===== src/hdl/ffba_pkg.sv =====
// Shared types and constants of the first-fit block allocator.
`default_nettype none
package ffba_pkg;

    localparam int FUNC_W = 2;
    localparam int SIZE_W = 12;
    localparam int OFF_W  = 12;

    localparam int ARENA_BYTES_DEF  = 4096;
    localparam int HEADER_BYTES_DEF = 16;

    typedef enum logic [FUNC_W-1:0] {
        FUNC_ALLOC   = 2'd0,
        FUNC_FREE    = 2'd1,
        FUNC_RELEASE = 2'd2
    } func_t;

    typedef enum logic {
        ALU_ADD,   // a + b + header bytes
        ALU_SUB    // a - b, ge flag = a >= b
    } alu_op_t;

    typedef enum logic [3:0] {
        ST_IDLE,
        ST_A_CMP,
        ST_A_FIT,
        ST_A_NEXT,
        ST_A_REST,
        ST_A_SPLIT,
        ST_A_APP,
        ST_A_CHK,
        ST_F_RD,
        ST_F_WR,
        ST_M_CMP,
        ST_M_EVAL,
        ST_M_NEXT,
        ST_DONE
    } state_t;

endpackage
`default_nettype wire


===== src/hdl/ffba_alu.sv =====
// Shared adder of the allocator: next-header add and compare-by-subtract.
`default_nettype none
module ffba_alu #(
    parameter int EW           = 14,
    parameter int HEADER_BYTES = 16
) (
    input  wire ffba_pkg::alu_op_t op,
    input  wire logic [EW-1:0]     a,
    input  wire logic [EW-1:0]     b,
    output logic      [EW-1:0]     y,
    output logic                   ge
);
    import ffba_pkg::*;

    logic [EW:0] opb;
    logic [EW:0] cin;
    logic [EW:0] sum;

    always_comb
    begin
        unique case (op)
            ALU_ADD:
            begin
                opb = {1'b0, b};
                cin = (EW+1)'(HEADER_BYTES);
            end
            ALU_SUB:
            begin
                opb = {1'b0, ~b};
                cin = (EW+1)'(1);
            end
            default:
            begin
                opb = '0;
                cin = '0;
            end
        endcase
        sum = {1'b0, a} + opb + cin;
    end

    assign y  = sum[EW-1:0];
    assign ge = sum[EW];   // no borrow on subtract

endmodule
`default_nettype wire


===== config.mk =====
export PLATFORM = sky130hd
export DESIGN_NAME = ffba_alu
export DESIGN_NICKNAME = d
export VERILOG_FILES = /design/src/hdl/ffba_pkg.sv /design/src/hdl/ffba_alu.sv
export SDC_FILE = /design/constraint.sdc
export NUM_CORES = 1
export LEC_CHECK = 0
export BUFFER_PORTS_ARGS = -buffer_cell sky130_fd_sc_hd__buf_2
export CAP_MARGIN = 20
export CELL_PAD_IN_SITES_DETAIL_PLACEMENT = 1
export CELL_PAD_IN_SITES_GLOBAL_PLACEMENT = 2
export CORE_UTILIZATION = 29
export DETAILED_ROUTE_END_ITERATION = 7
export PLACE_DENSITY = 0.92
export SLEW_MARGIN = 5
export SYNTH_ARGS = -nofsm -noshare
export SYNTH_HDL_FRONTEND = slang
export SYNTH_SLANG_ARGS = --single-unit
export TNS_END_PERCENT = 10

===== constraint.sdc =====
create_clock -name vclk -period 5.4
set_clock_uncertainty 0.2 [all_clocks]
set_input_delay 0.81 -clock vclk [all_inputs]
set_output_delay 0.81 -clock vclk [all_outputs]
set_load 0.01 [all_outputs]

* Word level (Yosys, flattened, before mapping)
Cells that the tools add are included.
** Storage, ports and cells
- Bits in registers :: 0
- Output and inout bits :: 15
- Logic and storage cells :: 6
** Operators by class
- Add/sub/neg operators :: 2
- Muxes and demuxes :: 2
- Bitwise gates (word level) :: 2
** Operator list (count)
- one-hot mux 15 bit (2 select lines) :: 2
- adder 14 x 15 -> 15 bit :: 1
- adder 15 bit :: 1
- NOT 14 bit :: 1
- NOT 1 bit :: 1

* Depth between registers and ports, before layout
Gate-level depths: netlist of the first run.
- Word-level depth :: 4
- Gate-level depth with buffers :: 12

* Worst setup path after synthesis of the first run
No wires, ideal clock.
- Kind :: input -> output
- Start :: input op
- End :: output y[13]
- Data arrival time :: 3.108 ns
- Data required time :: 4.390 ns
- Setup slack :: 1.282 ns
- Stages on the path :: 12
- Buffers on the path :: 2
- Cells stage by stage :: clkbuf_1 -> buf_2 -> xor2_1 -> ha_1 -> ha_1 -> inv_1 -> fa_1 -> nor2b_1 -> o211ai_1 -> a21oi_1 -> o31ai_1 -> xnor2_1
** On the way
- Cells in the longest elaborated chain, start to end :: 4
** Ends and longest elaborated chain
- start, declared :: RTL line ffba_alu.sv:7 : input wire ffba_pkg::alu_op_t op,
- NOT 1 bit :: RTL line ffba_alu.sv:21 : unique case (op)
- one-hot mux 15 bit (2 select lines) :: RTL line ffba_alu.sv:21
- adder 14 x 15 -> 15 bit :: RTL line ffba_alu.sv:38 : sum = {1'b0, a} + opb + cin;
- adder 15 bit * :: RTL line ffba_alu.sv:38
- end, declared :: RTL line ffba_alu.sv:10 : output logic [EW-1:0] y,
Mark *: on every way between the ends. The rest lies on a longest branch, timed or not. The select of a mux whose other input is x is not followed.

* Final worst setup path of the first run
- Start :: input op
- End :: output y[11]
Same word-level chain as after synthesis.

==> results of run 1 <==
## routing by layer
layer | vias to the layer above | global-route usage
li1 | 493 | -
met4 | 0 | 0.01020
met5 | - | 0
met3 | 2 | 0.004396
met2 | 25 | 0.2808
met1 | 421 | 0.1857
## power by group
group	switching, uW	internal, uW	leakage [uW]	total, uW
logic	134	114	0.000632	247
registers	0	0	0	0
clock network	0	0	0	0
## critical path: stages
cell and delay (ns):
buf_2 0.32, xor2_1 0.14, ha_1 0.29, ha_1 0.18, inv_1 0.06, fa_1 0.39
nor2b_1 0.19, o211ai_1 0.12, a21oi_1 0.28, o41ai_2 0.13, xnor2_1 0.14, buf_2 0.15
## cells by family (layout without fill, tap and decap cells)
kind of cell | after synthesis | in the layout | share of synthesized area
xor+xnor | 24 | 24 | 0.2267
mux | 2 | 2 | 0.02294
compound gates | 27 | 27 | 0.2308
fa+ha+maj | 26 | 26 | 0.3590
simple gates | 24 | 24 | 0.1228
buf+inv | 9 | 51 | 0.03778
## final cells by class
class | instances | area (um2)
multi-input cells | 103 | 892.1
repair buffers | 44 | 220.2
fillers | 404 | 1859
well taps | 44 | 55.05
inverters | 7 | 26.28
## layout by cell type (no fill, tap or decap), types with 2 or more instances in the layout
master and count:
a21o_1 2, a21oi_1 7, a21oi_2 2, a31oi_1 2, buf_2 44, ha_1 25
inv_1 7, nand2_1 4, nand3_1 2, nor2_1 10, nor2b_1 2, nor3_1 2
o211ai_1 3, o41ai_2 3, xnor2_1 11, xor2_1 13
## worst paths after layout
kind                  start     to  slack, ns  cells after the start
worst max-delay path     op  y[11]       1.17                     12
worst min-delay path   a[0]   y[0]       1.71                      3
## stage by stage
step	setup slack, ns	total power, uW	area (um2)	utilization	hold WS [ns]
after global placement	1.223	243.9	1194	0.3910	1.695
final	1.165	247.3	1194	0.3910	1.705
after floorplan	1.282	171.5	927.1	-	1.496
after detailed placement	1.122	251.1	1194	0.3910	1.707
after CTS	1.113	252.1	1194	0.3910	1.707
after global routing	0.9036	279.3	1194	0.3910	1.727
==> results.sh, run 1 <==
export IMPL_post_cts_buffers=0
export IMPL_end_kind="output pin"
export IMPL_yosys_top_cells_area="ha_1 (34%), xor2_1 (12%), xnor2_1 (10%)"
export IMPL_drtPass1Iterations=3
export IMPL_fin_crit_sh=0.7842
export IMPL_nClkBuffers=0
export IMPL_cts_hold_buffers=0
export IMPL_synth_fp_nets=167
export IMPL_antenna_left=0
export IMPL_dpl_cell_count=198
export IMPL_status="completed"
export IMPL_die_height_um=58.54
export IMPL_die_w_um=58.54
export IMPL_vdd_drop_max_v=0.00006735
export IMPL_io_buffer_count=44
export IMPL_syn_to_final_growth_pct=28.74
export IMPL_syn_inst=112
export IMPL_antenna_found_initial=0
export IMPL_regArea_um2=0
export IMPL_viasPerCell=4.753
export IMPL_grt_pass1_vias=950
export IMPL_wire_per_inst_um=11.72
export IMPL_worst_slew_pin_slew_ns=0.3711
export IMPL_io_pins=44
export IMPL_relSlewSlack=0.7526
export IMPL_yosys_top_cells_count="ha_1 (25), xor2_1 (13), xnor2_1 (11)"
export IMPL_yosysMostFrequentCell="ha_1"
export IMPL_grt_pass1_wl_um=4043
export IMPL_top_layer="met4"
export IMPL_drv_cap=0
export IMPL_drc_errors=0
export IMPL_crit_required_ns=4.39
export IMPL_rsz0062_at_grt="false"
export IMPL_leakage_uw=0.0006321
export IMPL_crit_type="primary input to output pin"
export IMPL_nets=211
export IMPL_vias=941
export IMPL_setup_viol=0
export IMPL_final_hold_viol_count=0
export IMPL_antenna_cells=0
export IMPL_dp_hpwl_um=2092
export IMPL_setup_worst_path_start_class="primary input"
export IMPL_grt_max_degree=15
export IMPL_layoutNonFillerInstCount=198
export IMPL_synth_warnings=0
export IMPL_globalRouteOverflowTotal=0
export IMPL_hold_class="primary input to output pin"
export IMPL_path_max_fanout=14
export IMPL_grt_use_total=0.1453
export IMPL_wl_met3_um=88
export IMPL_place_congestion=0.8129
export IMPL_drive_gt1_frac=0.3312
export IMPL_wl_um=2321
export IMPL_synthDistinctLibCells=32
export IMPL_netlist_area_um2=927.1
export IMPL_fp_row_count=20
export IMPL_drv_slew=0
export IMPL_yosysTopAreaCellShare=0.3374
export IMPL_design_seq_count=0
export IMPL_start_util=0.3037
export IMPL_yosysTopAreaCell="ha_1"
export IMPL_wl_met1_um=1014
export IMPL_max_freq_ghz=0.2362
export IMPL_synth_area_per_cell_um2=8.278
export IMPL_cp_arrival_ns=3.22
export IMPL_core_um2=3053
export IMPL_design_die_area_um2=3427
export IMPL_seq_area_frac_synth=0
export IMPL_routed_wl_met2_um=1201
export IMPL_drt_iter0_drc=28
export IMPL_setup_tns_ns=0
export IMPL_power_density_nw_per_um2=207.2
export IMPL_ctsResizeCount=0
export IMPL_fin_crit_ns=4.235
(Power assumes the default switching activity.)
==> run 2: changes to the inputs <==
Settings changed: CORE_UTILIZATION 29 to 24, PLACE_DENSITY 0.92 to 0.82.
Clock period 5.4 ns to 3.5 ns, I/O delays scaled along.
==> run 2 against run 1 <==
Net effect: count of clock-buffer cells in the layout unchanged; design area up 5.2%; non-clock buffer count increased by 5; cell count up 4.5%; global-route usage down 2.9 points; critical path type unchanged; largest cell class unchanged.
==> results.sh, run 2 (synthesis gave the netlist of run 1 again) <==
export IMPL_max_freq_ghz=0.2935
export IMPL_vdd_drop_max_v=0.0001215
export IMPL_vias=980
export IMPL_grt_max_degree=10
export IMPL_p_sw_frac=0.5333
export IMPL_rsz0062_at_grt="true"
export IMPL_crit_start="op"
export IMPL_nets=216
export IMPL_intPower_uw=188.8
export IMPL_grt_use_total=0.1165
export IMPL_fin_crit_ns=3.407
export IMPL_io_pins=44
export IMPL_hold_class="primary input to output pin"
export IMPL_relSlewSlack=0.7618
export IMPL_antenna_left=0
export IMPL_nClkBuffers=0
export IMPL_end_kind="output pin"
export IMPL_path_max_fanout=9
export IMPL_crit_chain="buf_2, buf_4, xor2_1, ha_1, ha_1, buf_4, nand3_1, nand2_1, o41ai_2, xnor2_1, buf_2"
export IMPL_fp_row_count=22
export IMPL_setup_viol=0
export IMPL_grt_pass1_vias=1002
export IMPL_hold_slack_ns=1.126
export IMPL_drc_errors=0
export IMPL_cp_top_family="buffers and inverters"
export IMPL_core_um2=3689
export IMPL_final_cell_mix="buf_2 (44), ha_1 (25), xor2_1 (12)"
export IMPL_place_area_um2=1236
export IMPL_power_density_nw_per_um2=322.1
export IMPL_antenna_found_initial=0
export IMPL_wl_um=2423
export IMPL_fin_area_um2=1256
export IMPL_drtPass1Iterations=2
export IMPL_die_height_um=64.16
export IMPL_drv_slew=0
export IMPL_start_util=0.2514
export IMPL_cp_slowest_stage_delay_ns=0.36
export IMPL_leakage_uw=0.0006589
export IMPL_place_congestion=0.7736
export IMPL_wire_per_inst_um=11.71
export IMPL_post_cts_buffers=0
export IMPL_drt_iter0_drc=10
export IMPL_fin_crit_sh=0.9734
export IMPL_p_seq_frac=0
export IMPL_viasPerCell=4.734
export IMPL_crit_type="primary input to output pin"
export IMPL_slowest_stage="o41ai_2"
export IMPL_cp_arrival_ns=2.68
export IMPL_critical_path_buf_inv_count=4
export IMPL_comb_power_share=1.000
export IMPL_setup_worst_path_start_class="primary input"
export IMPL_die_w_um=64.16
export IMPL_p_sw_uw=215.8
export IMPL_regArea_um2=0
export IMPL_drive_gt1_frac=0.3836
export IMPL_min_delay_start="a[0]"
export IMPL_grt_pass1_wl_um=4022
export IMPL_final_hold_viol_count=0
export IMPL_dp_hpwl_um=2211
export IMPL_syn_to_final_growth_pct=35.49
export IMPL_cts_hold_buffers=0
export IMPL_drv_cap=0
export IMPL_final_common_cell="buf_2"
export IMPL_io_buffer_count=44
export IMPL_pwr_share_clk=0
export IMPL_status="completed"
export IMPL_globalRouteOverflowTotal=0
export IMPL_design_seq_count=0
export IMPL_worst_slew_pin_slew_ns=0.3549
export IMPL_design_die_area_um2=4116
export IMPL_antenna_cells=0
export IMPL_crit_required_ns=2.77
==> run 2: per-stage QoR <==
stage	worst slack [ns]	utilization	std cells	TNS (ns)	power (uW)
after floorplan	0.01911	-	112	0	265.1
after global placement	0.03735	0.3351	207	0	393.0
after detailed placement	-0.01757	0.3351	207	-0.02514	404.1
after CTS	0.04497	0.3362	207	0	408.2
after global routing	-0.03552	0.3406	207	-0.08811	449.3
final	0.09324	0.3406	207	0	404.7
==> run 2: power groups by stage <==
stage	registers, uW	logic [uW]	clock network [uW]
after floorplan	0	265	0
after global placement	0	393	0
after detailed placement	0	404	0
after CTS	0	408	0
after global routing	0	449	0
final	0	405	0
==> run 2: worst paths after layout <==
path,to,slack (ns),cells past startpoint
worst max-delay path,ge,0.09,11
worst min-delay path,y[0],1.13,3
==> run 2: repair_timing <==
| action | CTS | global route |
|---|---|---|
| endpoints found under the hold margin | 0 | 0 |
| gates resized for setup | 1 | 4 |
| pin swaps | 0 | 4 |
| setup endpoints to repair | 2 | 4 |
==> run 2: routing by layer <==
metal / vias to the layer above / part of all wire / global-route usage
li1: 500 / - / -
met1: 455 / 0.43 / 0.1338
met2: 25 / 0.53 / 0.2354
met3: 0 / 0.044 / 0.01250
met4: 0 / 0 / 0.008333
met5: - / 0 / 0
==> run 2: layout make-up <==
| type | instances | area, um2 |
|---|---|---|
| tap | 48 | 60.06 |
| multi-input combinational | 103 | 912.1 |
| inverter | 7 | 26.28 |
| fill | 469 | 2432 |
| timing repair buffer | 49 | 257.7 |
==> run 2: worst min-delay path, delay by kind of cell <==
kind                   cells  cell delay (ns)
XOR/XNOR                   1             0.06
buffers and inverters      2             0.22
==> run 3: changes to the inputs <==
Settings changed: BUFFER_PORTS_ARGS -buffer_cell sky130_fd_sc_hd__buf_2 to -buffer_cell sky130_fd_sc_hd__buf_4, SETUP_SLACK_MARGIN from default to 0.15.
==> run 3 against run 2 <==
Net effect: count of clock-buffer cells in the layout is the same; core utilization grew 6.2 points; via count up 0.31%; largest power group unchanged; non-clock buffer count rose by 4; global-route usage increased by 0.19 points; die area did not move; design area rose by 18%; wire length up 8.7%; critical endpoint is now y[9].
==> results.sh, run 3 (synthesis gave the netlist of run 1 again) <==
export IMPL_dp_hpwl_um=2209
export IMPL_viasPerCell=4.659
export IMPL_slowest_stage="fa_2"
export IMPL_multi_input_area_um2=985.9
export IMPL_crit_start="op"
export IMPL_drv_slew=0
export IMPL_core_um2=3689
export IMPL_fin_crit_ns=3.310
export IMPL_place_congestion=0.7540
export IMPL_relSlewSlack=0.6735
export IMPL_comb_power_share=1.000
export IMPL_setup_viol=0
export IMPL_design_die_area_um2=4116
export IMPL_wl_um=2633
export IMPL_vdd_drop_max_v=0.0001235
export IMPL_grt_max_degree=10
export IMPL_antenna_found_initial=0
export IMPL_status="completed"
export IMPL_antenna_left=0
export IMPL_end_kind="output pin"
export IMPL_path_max_fanout=8
export IMPL_leakage_uw=0.0007202
export IMPL_io_pins=44
export IMPL_drtPass1Iterations=2
export IMPL_cts_hold_buffers=0
export IMPL_regArea_um2=0
export IMPL_design_seq_count=0
export IMPL_worst_slew_pin_slew_ns=0.4865
export IMPL_nClkBuffers=0
export IMPL_cp_arrival_ns=2.58
export IMPL_crit_type="primary input to output pin"
export IMPL_grt_pass1_wl_um=4077
export IMPL_min_to="y[0]"
export IMPL_setup_worst_path_start_class="primary input"
export IMPL_cp_top_family="adder cells"
export IMPL_vias=983
export IMPL_grt_use_total=0.1184
export IMPL_cp_slowest_stage_delay_ns=0.34
export IMPL_start_util=0.2514
export IMPL_intPower_uw=255.6
export IMPL_final_cell_mix="buf_4 (51), ha_1 (20), xor2_1 (13)"
export IMPL_p_sw_frac=0.4784
export IMPL_max_freq_ghz=0.3021
export IMPL_io_buffer_count=44
export IMPL_p_seq_frac=0
export IMPL_drc_errors=0
export IMPL_crit_required_ns=2.77
export IMPL_nets=220
export IMPL_globalRouteOverflowTotal=0
export IMPL_min_delay_start="b[0]"
export IMPL_fin_crit_sh=0.9457
export IMPL_rsz0062_at_grt="true"
export IMPL_power_density_nw_per_um2=329.7
export IMPL_wire_per_inst_um=12.48
export IMPL_finish_utilization=0.4030
export IMPL_die_height_um=64.16
export IMPL_drv_cap=0
export IMPL_fp_row_count=22
export IMPL_fill_cells=435
export IMPL_pwr_share_clk=0
export IMPL_drt_iter0_drc=12
export IMPL_critical_path_buf_inv_count=3
export IMPL_antenna_cells=0
export IMPL_grt_pass1_vias=1003
export IMPL_min_path_cells=3
export IMPL_p_sw_uw=234.5
export IMPL_hold_class="primary input to output pin"
export IMPL_final_common_cell="buf_4"
export IMPL_crit_chain="buf_12, xor2_1, ha_1, ha_2, inv_2, fa_2, nor2b_2, o211ai_1, a21oi_2, nor2_1, xnor2_1, buf_4"
export IMPL_setup_tns_ns=0
export IMPL_drive_gt1_frac=0.4417
export IMPL_die_w_um=64.16
export IMPL_syn_to_final_growth_pct=60.32
export IMPL_final_hold_viol_count=0
## run 3: changes by cell type in the layout (fill, tap and decap cells not counted), sizes merged
cell  delta
buf      +4
## run 3: worst max path at each step
stage,to,slack (ns),depth (start not counted)
2_1_floorplan,y[13],0.14,12
3_3_place_gp,y[9],0.11,12
3_5_place_dp,y[9],0.01,12
4_1_cts,y[8],0.14,10
5_1_grt,y[9],0.08,12
6_report,y[9],0.19,12
## run 3: area by class of cell
cell class                      count  share of cell area
Tap cell                           48             0.04040
Timing Repair Buffer               53              0.2786
Multi-Input combinational cell    103              0.6633
Inverter                            7             0.01768
## run 3: layer usage
layer  vias up  global-route usage  part of all wire
li1        509                   -                 -
met2        20              0.2420              0.55
met1       454              0.1412              0.41
met4         0                   0                 0
met5         -                   0                 0
met3         0            0.005357             0.039
## run 3: stage by stage
stage	hold WS, ns	total power [uW]	instance area (um2)	cells	setup slack [ns]
2_1_floorplan	0.9260	273.2	955.9	112	0.1384
4_1_cts	1.147	462.9	1393	209	0.1441
6_report	1.141	490.1	1486	211	0.1902
3_3_place_gp	1.125	443.8	1353	205	0.1121
3_5_place_dp	1.148	448.3	1353	205	0.01425
5_1_grt	1.155	533.8	1486	211	0.07572
## run 3: power by group through the flow
| stage | combinational, uW | clock (uW) | sequential (uW) |
|---|---|---|---|
| 3_5_place_dp | 448 | 0 | 0 |
| 4_1_cts | 463 | 0 | 0 |
| 2_1_floorplan | 273 | 0 | 0 |
| 3_3_place_gp | 444 | 0 | 0 |
| 5_1_grt | 534 | 0 | 0 |
| 6_report | 490 | 0 | 0 |
## run 3: repair_timing
item | 4_1_cts | 5_1_grt
pin swaps | 6 | 18
gates cloned | 0 | 0
gates resized for setup | 3 | 14
setup buffers | 4 | 2
endpoints found under the setup margin | 6 | 8
